===== src/rtl/core/fcts_pkg.sv =====
package fcts_pkg;

    // Input transaction kinds
    typedef enum logic [1:0] {
        CMD_TICK = 2'd0,
        CMD_ON   = 2'd1,
        CMD_OFF  = 2'd2,
        CMD_NONE = 2'd3
    } cmd_t;

    // Channel selectors
    localparam logic [1:0] CH_PULSE0 = 2'd0;
    localparam logic [1:0] CH_PULSE1 = 2'd1;
    localparam logic [1:0] CH_TRI    = 2'd2;
    localparam logic [1:0] CH_NOISE  = 2'd3;

    // Register indexes on the configuration port
    localparam logic [1:0] REG_SAMPLE_STEP = 2'd0;
    localparam logic [1:0] REG_LOWPASS     = 2'd1;
    localparam logic [1:0] REG_HIGHPASS    = 2'd2;
    localparam logic [1:0] REG_GAIN        = 2'd3;

    // Divider operand widths
    localparam int DIV_NUM_W = 49;
    localparam int DIV_DEN_W = 34;
    localparam int DIV_Q_W   = 17;

    typedef logic [10:0] timer_tbl_t [128];
    typedef logic [3:0]  vol_tbl_t [128];
    typedef logic [11:0] noise_tbl_t [16];
    typedef logic [31:0] ratio_tbl_t [12];

    localparam noise_tbl_t NOISE_TBL = '{
        12'd4, 12'd8, 12'd16, 12'd32, 12'd64, 12'd96, 12'd128, 12'd160,
        12'd202, 12'd254, 12'd380, 12'd508, 12'd762, 12'd1016, 12'd2034, 12'd4068};

    // Bit s of entry d is the level of duty d at sequencer step s
    localparam logic [7:0] DUTY_BITS [4] = '{8'h02, 8'h06, 8'h1E, 8'hF9};

    // 2^(i/12) in Q8.24
    localparam ratio_tbl_t SEMI_RATIO = '{
        32'd16777216, 32'd17774841, 32'd18831788, 32'd19951585,
        32'd21137968, 32'd22394897, 32'd23726566, 32'd25137421,
        32'd26632170, 32'd28215802, 32'd29893600, 32'd31671166};

    localparam longint unsigned PULSE_DEN = 64'd7040 << 29;
    localparam longint unsigned TRI_DEN   = 64'd7040 << 30;

    function automatic longint unsigned key_num(input int key);
        int d;
        d = 129 - key;
        return (64'd1789773 * 64'(SEMI_RATIO[d % 12])) << (d / 12);
    endfunction

    function automatic timer_tbl_t build_pulse_tbl();
        timer_tbl_t       t;
        longint unsigned  v;
        for (int k = 0; k < 128; k++)
        begin
            v = (key_num(k) + PULSE_DEN / 2) / PULSE_DEN;
            if (v < 64'd9)
                t[k] = 11'd8;
            else if (v > 64'd2048)
                t[k] = 11'd2047;
            else
                t[k] = 11'(v - 64'd1);
        end
        return t;
    endfunction

    function automatic timer_tbl_t build_tri_tbl();
        timer_tbl_t       t;
        longint unsigned  v;
        for (int k = 0; k < 128; k++)
        begin
            v = (key_num(k) + TRI_DEN / 2) / TRI_DEN;
            if (v < 64'd3)
                t[k] = 11'd2;
            else if (v > 64'd2048)
                t[k] = 11'd2047;
            else
                t[k] = 11'(v - 64'd1);
        end
        return t;
    endfunction

    function automatic vol_tbl_t build_vol_tbl();
        vol_tbl_t t;
        for (int k = 0; k < 128; k++)
        begin
            t[k] = 4'((k * 15 + 63) / 127);
        end
        return t;
    endfunction

    localparam timer_tbl_t PULSE_TBL = build_pulse_tbl();
    localparam timer_tbl_t TRI_TBL   = build_tri_tbl();
    localparam vol_tbl_t   VOL_TBL   = build_vol_tbl();

endpackage


===== src/rtl/core/four_channel_tone_synth_top.sv =====
// Channel    | period source             | level
// pulse one  | key table, clamp 8..2047  | duty pattern x volume
// pulse two  | key table, clamp 8..2047  | duty pattern x volume
// triangle   | key table, clamp 2..2047  | 32-step triangle
// noise      | key-48 into period table  | 15-bit LFSR x volume
//
// Note-on, note-off and unused commands leave ready high.
// A tick runs the mix through the shared 17-step divider, one pass for each
// nonzero mix term (pulse, then triangle and noise); a silent term skips its pass.
// A tick that ends a sample period adds the averaging pass and the filter states
// (low-pass, high-pass, gain) before the sample is written out.
// A finished sample waits in the output register; the block stalls at the
// end of the next sample if that one is still not taken.
// Reset is asynchronous, active low, and loads all channel and filter state.
module four_channel_tone_synth_top
    import fcts_pkg::*;
#(
    parameter int FRAC_BITS = 16
)
(
    input  logic        clk,
    input  logic        rst_n,
    input  logic        s_axis_tvalid,
    output logic        s_axis_tready,
    // note_key[6:0], velocity[13:7], duty[15:14]
    input  logic [15:0] s_axis_tdata,
    // command[1:0], channel[3:2]
    input  logic [3:0]  s_axis_tuser,
    output logic        m_axis_tvalid,
    input  logic        m_axis_tready,
    // pcm_sample[15:0]
    output logic [15:0] m_axis_tdata,
    input  logic        psel,
    input  logic        penable,
    input  logic        pwrite,
    input  logic [3:0]  paddr,
    input  logic [31:0] pwdata,
    output logic [31:0] prdata,
    output logic        pready
);

    localparam int PHASE_W = 25;
    localparam logic [PHASE_W-1:0] ONE_CYCLE = PHASE_W'(1) << FRAC_BITS;

    typedef enum logic [3:0] {
        S_IDLE, S_MIX, S_PNUM, S_PDIV, S_TNUM, S_TDIV, S_ACC,
        S_AVG, S_AVG_DIV, S_LP, S_LP2, S_HP, S_HP2, S_GAIN, S_PCM
    } state_t;

    state_t state_reg;

    // Configuration registers
    logic [23:0] sample_step_reg;
    logic [15:0] lowpass_coef_reg, highpass_coef_reg, output_gain_reg;

    // Channel state
    logic [10:0] pulse_period_reg [2];
    logic [10:0] pulse_count_reg [2];
    logic [2:0]  pulse_step_reg [2];
    logic [1:0]  pulse_duty_reg [2];
    logic [3:0]  pulse_volume_reg [2];
    logic [1:0]  pulse_on_reg;
    logic        half_reg;
    logic [10:0] tri_period_reg, tri_count_reg;
    logic [4:0]  tri_step_reg;
    logic        tri_on_reg;
    logic [3:0]  noise_volume_reg;
    logic [11:0] noise_period_reg, noise_count_reg;
    logic [14:0] noise_lfsr_reg;
    logic        noise_short_reg, noise_on_reg;

    // Mix and filter state
    logic [21:0]        mix_sum_reg;
    logic [5:0]         mix_ticks_reg;
    logic [PHASE_W-1:0] sample_phase_reg;
    logic               due_reg;
    logic [4:0]         p_reg;
    logic [18:0]        s_reg;
    logic [16:0]        raw_reg;
    logic [16:0]        avg_reg;
    logic [15:0]        lowpass_level_reg, highpass_prev_in_reg;
    logic signed [17:0] highpass_out_reg;
    logic signed [34:0] lp_prod_reg;
    logic signed [36:0] hp_prod_reg;
    logic signed [34:0] m_reg;
    logic               out_valid_reg;
    logic [15:0]        out_data_reg;

    // Input fields
    cmd_t       in_cmd;
    logic [1:0] in_ch, in_duty;
    logic [6:0] in_key, in_vel;
    logic       in_accept;

    assign in_cmd    = cmd_t'(s_axis_tuser[1:0]);
    assign in_ch     = s_axis_tuser[3:2];
    assign in_key    = s_axis_tdata[6:0];
    assign in_vel    = s_axis_tdata[13:7];
    assign in_duty   = s_axis_tdata[15:14];
    assign s_axis_tready = (state_reg == S_IDLE);
    assign in_accept = s_axis_tvalid && s_axis_tready;

    // Configuration port
    logic cfg_wr;
    assign cfg_wr = psel && penable && pwrite;
    assign pready = 1'b1;

    always_comb
    begin
        unique case (paddr[3:2])
            REG_SAMPLE_STEP: prdata = {8'd0, sample_step_reg};
            REG_LOWPASS:     prdata = {16'd0, lowpass_coef_reg};
            REG_HIGHPASS:    prdata = {16'd0, highpass_coef_reg};
            REG_GAIN:        prdata = {16'd0, output_gain_reg};
        endcase
    end

    // Noise period index and sample phase
    logic [3:0]         noise_idx;
    logic [PHASE_W-1:0] step_eff, phase_sum;

    always_comb
    begin
        if (in_key < 7'd48)
            noise_idx = 4'd0;
        else if (in_key > 7'd63)
            noise_idx = 4'd15;
        else
            noise_idx = 4'(in_key - 7'd48);
        step_eff  = ({1'b0, sample_step_reg} < ONE_CYCLE) ? ONE_CYCLE
                                                          : {1'b0, sample_step_reg};
        phase_sum = sample_phase_reg + ONE_CYCLE;
    end

    // Channel levels after the timers have advanced
    logic [4:0]  p_comb;
    logic [3:0]  tr_lvl, ns_lvl;
    logic [18:0] s_comb;

    always_comb
    begin
        p_comb = '0;
        for (int i = 0; i < 2; i++)
        begin
            if (pulse_on_reg[i] && DUTY_BITS[pulse_duty_reg[i]][pulse_step_reg[i]])
                p_comb = p_comb + {1'b0, pulse_volume_reg[i]};
        end
        tr_lvl = !tri_on_reg ? 4'd0
               : (tri_step_reg[4] ? tri_step_reg[3:0] : ~tri_step_reg[3:0]);
        ns_lvl = (noise_on_reg && !noise_lfsr_reg[0]) ? noise_volume_reg : 4'd0;
        s_comb = 19'(tr_lvl) * 19'd12241 + 19'(ns_lvl) * 19'd8227;
    end

    // Divider operands for each pass
    logic                 div_start, div_done;
    logic [DIV_NUM_W-1:0] div_num;
    logic [DIV_DEN_W-1:0] div_den;
    logic [DIV_Q_W-1:0]   div_quot;
    logic [20:0]          p_den;
    logic [DIV_DEN_W-1:0] t_den;

    always_comb
    begin
        p_den     = 21'd812800 + 21'(p_reg) * 21'd10000;
        t_den     = 34'd10070610700 + 34'(s_reg) * 34'd10000;
        div_start = 1'b0;
        div_num   = '0;
        div_den   = '0;
        unique case (state_reg)
            S_PNUM:
            begin
                div_start = (p_reg != 5'd0);
                div_num   = DIV_NUM_W'({19'(p_reg) * 19'd9588, 16'd0})
                          + DIV_NUM_W'(p_den[20:1]);
                div_den   = DIV_DEN_W'(p_den);
            end
            S_TNUM:
            begin
                div_start = (s_reg != 19'd0);
                div_num   = DIV_NUM_W'({33'(s_reg) * 33'd15979, 16'd0})
                          + DIV_NUM_W'(t_den[DIV_DEN_W-1:1]);
                div_den   = t_den;
            end
            S_AVG:
            begin
                div_start = 1'b1;
                div_num   = DIV_NUM_W'(mix_sum_reg) + DIV_NUM_W'(mix_ticks_reg[5:1]);
                div_den   = DIV_DEN_W'(mix_ticks_reg);
            end
            default:
            begin
                div_start = 1'b0;
            end
        endcase
    end

    fcts_div u_div (
        .clk   (clk),
        .rst_n (rst_n),
        .start (div_start),
        .num   (div_num),
        .den   (div_den),
        .done  (div_done),
        .quot  (div_quot)
    );

    // Filter arithmetic
    logic signed [17:0] lp_diff;
    logic signed [18:0] lp_r;
    logic signed [19:0] lp_t;
    logic signed [19:0] hp_t;
    logic signed [20:0] hp_r;
    logic signed [49:0] pcm_wide;
    logic signed [49:0] pcm_adj;
    logic [15:0]        pcm_val;

    always_comb
    begin
        lp_diff  = $signed({1'b0, avg_reg}) - $signed({2'b0, lowpass_level_reg});
        lp_r     = 19'((lp_prod_reg + 35'sd32768) >>> 16);
        lp_t     = $signed({4'b0, lowpass_level_reg}) + 20'(lp_r);
        hp_t     = 20'(highpass_out_reg) + $signed({4'b0, lowpass_level_reg})
                 - $signed({4'b0, highpass_prev_in_reg});
        hp_r     = 21'((hp_prod_reg + 37'sd32768) >>> 16);
        pcm_wide = (50'(m_reg) <<< 15) - 50'(m_reg);
        pcm_adj  = pcm_wide[49] ? pcm_wide + 50'sd268435455 : pcm_wide;
        if (m_reg >= 35'sd268435456)
            pcm_val = 16'sd32767;
        else if (m_reg <= -35'sd268435456)
            pcm_val = -16'sd32767;
        else
            pcm_val = 16'(pcm_adj >>> 28);
    end

    // Sequencer, channel state and output register
    always_ff @(posedge clk or negedge rst_n)
    begin
        if (!rst_n)
        begin
            state_reg         <= S_IDLE;
            sample_step_reg   <= 24'd2443637;
            lowpass_coef_reg  <= 16'd51912;
            highpass_coef_reg <= 16'd65208;
            output_gain_reg   <= 16'd11469;
            for (int i = 0; i < 2; i++)
            begin
                pulse_period_reg[i] <= '0;
                pulse_count_reg[i]  <= '0;
                pulse_step_reg[i]   <= '0;
                pulse_duty_reg[i]   <= 2'd2;
                pulse_volume_reg[i] <= 4'd12;
            end
            pulse_on_reg         <= '0;
            half_reg             <= 1'b0;
            tri_period_reg       <= '0;
            tri_count_reg        <= '0;
            tri_step_reg         <= '0;
            tri_on_reg           <= 1'b0;
            noise_volume_reg     <= 4'd10;
            noise_period_reg     <= 12'd4;
            noise_count_reg      <= '0;
            noise_lfsr_reg       <= 15'd1;
            noise_short_reg      <= 1'b0;
            noise_on_reg         <= 1'b0;
            mix_sum_reg          <= '0;
            mix_ticks_reg        <= '0;
            sample_phase_reg     <= '0;
            due_reg              <= 1'b0;
            p_reg                <= '0;
            s_reg                <= '0;
            raw_reg              <= '0;
            avg_reg              <= '0;
            lowpass_level_reg    <= '0;
            highpass_prev_in_reg <= '0;
            highpass_out_reg     <= '0;
            lp_prod_reg          <= '0;
            hp_prod_reg          <= '0;
            m_reg                <= '0;
            out_valid_reg        <= 1'b0;
            out_data_reg         <= '0;
        end
        else
        begin
            // Drop the sample once taken, unless a new one lands this cycle
            if (m_axis_tready && state_reg != S_PCM)
                out_valid_reg <= 1'b0;

            if (cfg_wr)
            begin
                unique case (paddr[3:2])
                    REG_SAMPLE_STEP: sample_step_reg   <= pwdata[23:0];
                    REG_LOWPASS:     lowpass_coef_reg  <= pwdata[15:0];
                    REG_HIGHPASS:    highpass_coef_reg <= pwdata[15:0];
                    REG_GAIN:        output_gain_reg   <= pwdata[15:0];
                endcase
            end

            unique case (state_reg)
                S_IDLE:
                begin
                    if (in_accept)
                    begin
                        unique case (in_cmd)
                            CMD_ON:
                            begin
                                if (in_ch == CH_PULSE0 || in_ch == CH_PULSE1)
                                begin
                                    pulse_on_reg[in_ch[0]]     <= 1'b1;
                                    pulse_duty_reg[in_ch[0]]   <= in_duty;
                                    pulse_volume_reg[in_ch[0]] <= VOL_TBL[in_vel];
                                    pulse_step_reg[in_ch[0]]   <= '0;
                                    pulse_period_reg[in_ch[0]] <= PULSE_TBL[in_key];
                                    pulse_count_reg[in_ch[0]]  <= PULSE_TBL[in_key];
                                end
                                else if (in_ch == CH_TRI)
                                begin
                                    tri_on_reg     <= 1'b1;
                                    tri_step_reg   <= '0;
                                    tri_period_reg <= TRI_TBL[in_key];
                                    tri_count_reg  <= TRI_TBL[in_key];
                                end
                                else
                                begin
                                    noise_on_reg     <= 1'b1;
                                    noise_volume_reg <= VOL_TBL[in_vel];
                                    noise_period_reg <= NOISE_TBL[noise_idx];
                                    noise_count_reg  <= NOISE_TBL[noise_idx];
                                    noise_short_reg  <= in_key[6];
                                end
                            end
                            CMD_OFF:
                            begin
                                if (in_ch == CH_PULSE0 || in_ch == CH_PULSE1)
                                    pulse_on_reg[in_ch[0]] <= 1'b0;
                                else if (in_ch == CH_TRI)
                                    tri_on_reg <= 1'b0;
                                else
                                    noise_on_reg <= 1'b0;
                            end
                            CMD_TICK:
                            begin
                                // Advance timers, sequencers and the LFSR
                                for (int i = 0; i < 2; i++)
                                begin
                                    if (pulse_on_reg[i] && half_reg)
                                    begin
                                        if (pulse_count_reg[i] != 11'd0)
                                            pulse_count_reg[i] <= pulse_count_reg[i] - 11'd1;
                                        else
                                        begin
                                            pulse_count_reg[i] <= pulse_period_reg[i];
                                            pulse_step_reg[i]  <= pulse_step_reg[i] + 3'd1;
                                        end
                                    end
                                end
                                half_reg <= ~half_reg;
                                if (tri_on_reg)
                                begin
                                    if (tri_count_reg != 11'd0)
                                        tri_count_reg <= tri_count_reg - 11'd1;
                                    else
                                    begin
                                        tri_count_reg <= tri_period_reg;
                                        tri_step_reg  <= tri_step_reg + 5'd1;
                                    end
                                end
                                if (noise_on_reg)
                                begin
                                    if (noise_count_reg != 12'd0)
                                        noise_count_reg <= noise_count_reg - 12'd1;
                                    else
                                    begin
                                        noise_count_reg <= noise_period_reg;
                                        noise_lfsr_reg  <= {noise_lfsr_reg[0] ^
                                            (noise_short_reg ? noise_lfsr_reg[6]
                                                             : noise_lfsr_reg[1]),
                                            noise_lfsr_reg[14:1]};
                                    end
                                end
                                // Advance the sample phase
                                if (phase_sum >= step_eff)
                                begin
                                    sample_phase_reg <= phase_sum - step_eff;
                                    due_reg          <= 1'b1;
                                end
                                else
                                begin
                                    sample_phase_reg <= phase_sum;
                                    due_reg          <= 1'b0;
                                end
                                state_reg <= S_MIX;
                            end
                            CMD_NONE:
                            begin
                                state_reg <= S_IDLE;
                            end
                        endcase
                    end
                end
                S_MIX:
                begin
                    p_reg     <= p_comb;
                    s_reg     <= s_comb;
                    raw_reg   <= '0;
                    state_reg <= S_PNUM;
                end
                S_PNUM:
                begin
                    state_reg <= (p_reg != 5'd0) ? S_PDIV : S_TNUM;
                end
                S_PDIV:
                begin
                    if (div_done)
                    begin
                        raw_reg   <= div_quot;
                        state_reg <= S_TNUM;
                    end
                end
                S_TNUM:
                begin
                    state_reg <= (s_reg != 19'd0) ? S_TDIV : S_ACC;
                end
                S_TDIV:
                begin
                    if (div_done)
                    begin
                        raw_reg   <= raw_reg + div_quot;
                        state_reg <= S_ACC;
                    end
                end
                S_ACC:
                begin
                    // Hold the average once 63 ticks are in
                    if (mix_ticks_reg < 6'd63)
                    begin
                        mix_sum_reg   <= mix_sum_reg + 22'(raw_reg);
                        mix_ticks_reg <= mix_ticks_reg + 6'd1;
                    end
                    state_reg <= due_reg ? S_AVG : S_IDLE;
                end
                S_AVG:
                begin
                    state_reg <= S_AVG_DIV;
                end
                S_AVG_DIV:
                begin
                    if (div_done)
                    begin
                        avg_reg       <= div_quot;
                        mix_sum_reg   <= '0;
                        mix_ticks_reg <= '0;
                        state_reg     <= S_LP;
                    end
                end
                S_LP:
                begin
                    lp_prod_reg <= $signed({19'd0, lowpass_coef_reg}) * 35'(lp_diff);
                    state_reg   <= S_LP2;
                end
                S_LP2:
                begin
                    if (lp_t < 20'sd0)
                        lowpass_level_reg <= '0;
                    else if (lp_t > 20'sd65535)
                        lowpass_level_reg <= 16'hFFFF;
                    else
                        lowpass_level_reg <= lp_t[15:0];
                    state_reg <= S_HP;
                end
                S_HP:
                begin
                    hp_prod_reg <= $signed({21'd0, highpass_coef_reg}) * 37'(hp_t);
                    state_reg   <= S_HP2;
                end
                S_HP2:
                begin
                    if (hp_r > 21'sd131071)
                        highpass_out_reg <= 18'sd131071;
                    else if (hp_r < -21'sd131072)
                        highpass_out_reg <= -18'sd131072;
                    else
                        highpass_out_reg <= hp_r[17:0];
                    highpass_prev_in_reg <= lowpass_level_reg;
                    state_reg            <= S_GAIN;
                end
                S_GAIN:
                begin
                    m_reg     <= 35'(highpass_out_reg) * $signed({19'd0, output_gain_reg});
                    state_reg <= S_PCM;
                end
                S_PCM:
                begin
                    // Wait for the output slot to free up
                    if (!out_valid_reg || m_axis_tready)
                    begin
                        out_valid_reg <= 1'b1;
                        out_data_reg  <= pcm_val;
                        state_reg     <= S_IDLE;
                    end
                end
                default:
                begin
                    state_reg <= S_IDLE;
                end
            endcase
        end
    end

    assign m_axis_tvalid = out_valid_reg;
    assign m_axis_tdata  = out_data_reg;

endmodule


===== src/rtl/core/fcts_div.sv =====
module fcts_div
    import fcts_pkg::*;
(
    input  logic                 clk,
    input  logic                 rst_n,
    input  logic                 start,
    input  logic [DIV_NUM_W-1:0] num,
    input  logic [DIV_DEN_W-1:0] den,
    output logic                 done,
    output logic [DIV_Q_W-1:0]   quot
);

    logic [DIV_DEN_W-1:0] rem_reg, rem_next;
    logic [DIV_DEN_W-1:0] den_reg;
    logic [DIV_Q_W-1:0]   sh_reg, sh_next;
    logic [4:0]           cnt_reg;
    logic                 busy_reg;
    logic                 done_reg;
    logic [DIV_DEN_W:0]   trial;

    // One restoring step: shift in the next dividend bit, try a subtract
    always_comb
    begin
        trial = {rem_reg, sh_reg[DIV_Q_W-1]} - {1'b0, den_reg};
        if (!trial[DIV_DEN_W])
        begin
            rem_next = trial[DIV_DEN_W-1:0];
            sh_next  = {sh_reg[DIV_Q_W-2:0], 1'b1};
        end
        else
        begin
            rem_next = {rem_reg[DIV_DEN_W-2:0], sh_reg[DIV_Q_W-1]};
            sh_next  = {sh_reg[DIV_Q_W-2:0], 1'b0};
        end
    end

    always_ff @(posedge clk or negedge rst_n)
    begin
        if (!rst_n)
        begin
            busy_reg <= 1'b0;
            done_reg <= 1'b0;
            cnt_reg  <= '0;
        end
        else
        begin
            done_reg <= 1'b0;
            if (start)
            begin
                // Quotient fits in DIV_Q_W bits, so the upper part is below den
                rem_reg  <= DIV_DEN_W'(num[DIV_NUM_W-1:DIV_Q_W]);
                sh_reg   <= num[DIV_Q_W-1:0];
                den_reg  <= den;
                cnt_reg  <= 5'(DIV_Q_W);
                busy_reg <= 1'b1;
            end
            else if (busy_reg)
            begin
                rem_reg <= rem_next;
                sh_reg  <= sh_next;
                cnt_reg <= cnt_reg - 5'd1;
                if (cnt_reg == 5'd1)
                begin
                    busy_reg <= 1'b0;
                    done_reg <= 1'b1;
                end
            end
        end
    end

    assign done = done_reg;
    assign quot = sh_reg;

endmodule


===== config.mk =====
export PLATFORM = sky130hd
export DESIGN_NAME = four_channel_tone_synth_top
export DESIGN_NICKNAME = d
export VERILOG_FILES = /design/src/rtl/core/fcts_pkg.sv /design/src/rtl/core/four_channel_tone_synth_top.sv /design/src/rtl/core/fcts_div.sv
export SDC_FILE = /design/constraint.sdc
export NUM_CORES = 2
export LEC_CHECK = 0
export ABC_AREA = 0
export BUFFER_PORTS_ARGS = -buffer_cell sky130_fd_sc_hd__buf_2
export CAP_MARGIN = 20
export CELL_PAD_IN_SITES_DETAIL_PLACEMENT = 0
export CELL_PAD_IN_SITES_GLOBAL_PLACEMENT = 2
export CORE_UTILIZATION = 38
export CTS_BUF_LIST = sky130_fd_sc_hd__clkbuf_4 sky130_fd_sc_hd__clkbuf_8 sky130_fd_sc_hd__clkbuf_16
export DETAILED_ROUTE_END_ITERATION = 10
export GPL_TIMING_DRIVEN = 0
export PLACE_DENSITY_LB_ADDON = 0.1
export SLEW_MARGIN = 20
export SYNTH_ARGS = -nofsm -noshare
export SYNTH_HDL_FRONTEND = slang
export SYNTH_SLANG_ARGS = --single-unit

===== constraint.sdc =====
create_clock -name clk -period 8.7 [get_ports clk]
set_clock_uncertainty 0.1 [all_clocks]
set_input_delay 0 -clock clk [delete_from_list [all_inputs] [get_ports clk]]
set_output_delay 0 -clock clk [all_outputs]
set_load 0.02 [all_outputs]

==> Implementation_results.wiki <==
{| class="wikitable"
! Metric !! Value
|-
| Fillers || 22,100
|-
| Die footprint || 224,000 sq um
|-
| CTS Buffer Depth || 3
|-
| WP data arrival || 10.00 ns
|-
| Total Neg Setup Slack || -8.57 ns
|-
| Library cell with the largest summed area after synthesis || sky130_fd_sc_hd__fa_1
|-
| Post-placement cell area || 88,900 sq um
|-
| Core region area || 220,000 sq um
|-
| Drc violations || 0
|-
| Post-synthesis register bit count || ~560
|-
| Worst hold path class || input port to flop
|-
| Fin. max-slew vios || 0
|-
| Achievable clock frequency || 0.105 GHz
|-
| Routability congestion estimate from global placement || 0.881
|-
| Initial Util || 38.3%
|-
| DR iter-0 viols || around 3,900
|-
| Clock root buffer || sky130_fd_sc_hd__clkbuf_16
|-
| Number of warning messages in the yosys log || 0
|-
| Share of post-route cells with drive strength above 1 || 10.7%
|-
| Failing checks || negative setup slack
|-
| Leakage dissipation || around 46 nW
|-
| Placed Cells incl. Taps || 12,500
|-
| Outcome || complete, but fails checks
|-
| Antenna violations before repair || 7
|-
| Sequential fraction of the synthesis area || 17.2%
|-
| Total GRT Usage || around a quarter
|-
| Top cells by area, synth || sky130_fd_sc_hd__fa_1 (26%), sky130_fd_sc_hd__dfrtp_1 (13%), sky130_fd_sc_hd__ha_1 (12%)
|-
| Number of standard cells in the final layout excluding fillers || 12,900
|-
| Kind of start point of the critical path || flop
|-
| Critical-path maximum fanout || 6
|-
| Final period util || 109%
|-
| Vertical die dimension || 473 um
|-
| Routed WL || 272,000 um
|-
| Setup repair after global routing missed its margin || yes
|-
| Number of search-and-repair iterations in the first detailed-routing pass || 7
|-
| CTS H-Tree Depth || 3
|-
| Number of hold violations in the final report || 0
|-
| Post-route worst hold slack || 0.0598 ns
|-
| Critical path's most frequent cell || sky130_fd_sc_hd__fa_1
|-
| Mean cell area of the mapped netlist || 8.90 sq um
|-
| Post-layout util || 43.6%
|-
| Post-detail-place hpwl || about 220,000 um
|-
| First-pass GRT wire length || 421,000 um
|-
| Rows || 172
|-
| Area fraction of the dominant cell type after synthesis || 26.3%
|-
| Number of global-route vias before repair || 69,200
|-
| Clock-pin slew reported for the worst setup and hold paths after clock tree synthesis || 0.06 ns
|-
| DR vias || 67,300
|-
| Number of buffers added on ports || 87
|-
| Dominant synthesized flop cell || sky130_fd_sc_hd__dfrtp_1
|-
| TritonCTS clock tree || yes
|-
| Worst-Skew Late Latency || roughly 0.71 ns
|-
| Worst Max-Slew Pin Slew || 1.21 ns
|-
| Overflow after GRT || 0
|-
| Number of instances in the synthesized netlist || ~9,500
|-
| Count of flip-flops with a built-in enable after synthesis || 85
|-
| Class of the most critical setup path || flop to flop
|-
| Required time reported for the critical path endpoint || 9.18 ns
|-
| Design area || 95,900 sq um
|-
| Number of sinks handled by clock tree synthesis || 561
|-
| Synth async-reset ratio || 84.8%
|-
| Worst slew margin || 19.3%
|-
| VDD IR max || about 130 uV
|-
| Sort of element at the end of the critical path || flop
|-
| Number of buffers inserted during clock tree synthesis || 79
|-
| Yosys cell types || 110
|-
| Total chip power || 7.73 mW
|-
| Synth-to-layout area growth || 13.8%
|-
| Nets@finish || about 12,000
|-
| Max incr delay on CP || 0.56 ns
|-
| Antenna violation net count after detailed routing || 0
|-
| Shortest period the worst path allows || 9.52 ns
|-
| Worst slack at placement || -3.19 ns
|-
| MaxCap Viol Count || 0
|-
| Largest net degree at the start of global routing || 96
|-
| Slowest cell on the critical path || sky130_fd_sc_hd__fa_1
|-
| Max reg flops || 35
|-
| Drt wl/cell || 21.1 um
|-
| Most frequent cells in the layout || sky130_fd_sc_hd__inv_1 (1,585), sky130_fd_sc_hd__fa_1 (1,089), sky130_fd_sc_hd__nand2_1 (1,083)
|-
| I/O pin count || 114
|-
| Post-synthesis instance area || 84,300 sq um
|-
| Most frequent standard cell in the layout excluding fill and tap cells || sky130_fd_sc_hd__inv_1
|-
| Die W || 473 um
|-
| Worst Setup Slack, final || -0.819 ns
|-
| Routed via count divided by cell count || 5.22
|-
| Setup violations, final || 23
|-
| Cell Pwr Density || 80.7 nW/um^2
|}
what timing repair did:
action | CTS | global route
pin swaps | 119 | 148
hold buffers | 54 | 0
endpoints found under the hold margin | 271 | 0
setup buffers | 105 | 59
gates cloned | 1 | 2
endpoints found under the setup margin | 64 | 53
gates resized for setup | 331 | 203
worst max-delay path, delay by kind of cell (launching register included):
family                   cells  cell delay (ns)
XOR/XNOR                     2             0.46
AND/OR/NAND/NOR              5             1.02
AO/OA/AOI/OAI               12             2.21
buffers and inverters        8             0.98
flip-flops                   1             0.44
adder cells (fa/ha/maj)      9             4.16
power breakdown:
part	internal [mW]	switching [mW]	leakage (nW)
combinational	0.344	0.928	37.6
clock	2.16	1.38	1.41
sequential	2.77	0.152	7.25
total	5.28	2.46	46.3
final timing paths:
path / start / end / slack (ns) / cells past startpoint
max: highpass_out_reg[1] / hp_prod_reg[33] / -0.82 / 36
max in group asynchronous: rst_n / sample_step_reg[21] / 6.16 / 8
min in group asynchronous: rst_n / m_axis_tdata[4] / 0.26 / 4
max reg2reg: highpass_out_reg[1] / hp_prod_reg[33] / -0.82 / 36
min: pwdata[21] / sample_step_reg[21] / 0.06 / 3
min reg2reg: tri_period_reg[4] / tri_period_reg[4] / 0.37 / 2
area by class of cell:
class	instances	area [sq um]	area share, %
diodes	6	15.0	0.0157
plain buffers	367	1770	1.84
clock buffers	105	2320	2.42
clock inverters	41	526	0.548
inverters	1619	6100	6.36
multi-input cells	6912	64200	66.9
flip-flops and latches	561	14600	15.2
well taps	2958	3700	3.86
repair buffers	326	2740	2.86
layer usage:
layer  global-route usage [%]  routed length, um
met5                        0                  0
met4                     4.49               4820
met3                     2.11               9840
met2                     40.6             129000
met1                     34.7             128000
cell usage after synthesis (27+ instances only):
cell type / count
sky130_fd_sc_hd__a211oi_1: 56
sky130_fd_sc_hd__a21o_1: 129
sky130_fd_sc_hd__a21oi_1: 439
sky130_fd_sc_hd__a31oi_1: 58
sky130_fd_sc_hd__and2_1: 399
sky130_fd_sc_hd__and3_1: 67
sky130_fd_sc_hd__clkbuf_1: 346
sky130_fd_sc_hd__dfrtp_1: 429
sky130_fd_sc_hd__dfstp_2: 47
sky130_fd_sc_hd__edfxtp_1: 85
sky130_fd_sc_hd__fa_1: 1108
sky130_fd_sc_hd__ha_1: 826
sky130_fd_sc_hd__inv_1: 1617
sky130_fd_sc_hd__mux2_2: 136
sky130_fd_sc_hd__mux2i_1: 53
sky130_fd_sc_hd__nand2_1: 1101
sky130_fd_sc_hd__nand2b_1: 58
sky130_fd_sc_hd__nand3_1: 149
sky130_fd_sc_hd__nand4_1: 57
sky130_fd_sc_hd__nor2_1: 422
sky130_fd_sc_hd__nor2b_1: 65
sky130_fd_sc_hd__nor3_1: 142
sky130_fd_sc_hd__nor4_1: 27
sky130_fd_sc_hd__o211ai_1: 58
sky130_fd_sc_hd__o21a_1: 70
sky130_fd_sc_hd__o21ai_0: 441
sky130_fd_sc_hd__o21bai_1: 36
sky130_fd_sc_hd__o22ai_1: 65
sky130_fd_sc_hd__o31ai_1: 39
sky130_fd_sc_hd__or3_1: 32
sky130_fd_sc_hd__xnor2_1: 291
sky130_fd_sc_hd__xor2_1: 190
cell families (layout without fill, tap and decap cells):
logic type	after synthesis	after routing	share of synthesized area, %
fa+ha+maj	1934	1934	38.6
buf+inv	1999	2458	8.97
simple gates	2624	2624	14.8
xor+xnor	481	481	5.00
compound gates	1655	1655	12.4
mux	209	209	2.98
other cells	2	15	0.00891
flops	561	561	17.2
No activity file was read; power rests on OpenSTA's default activity.
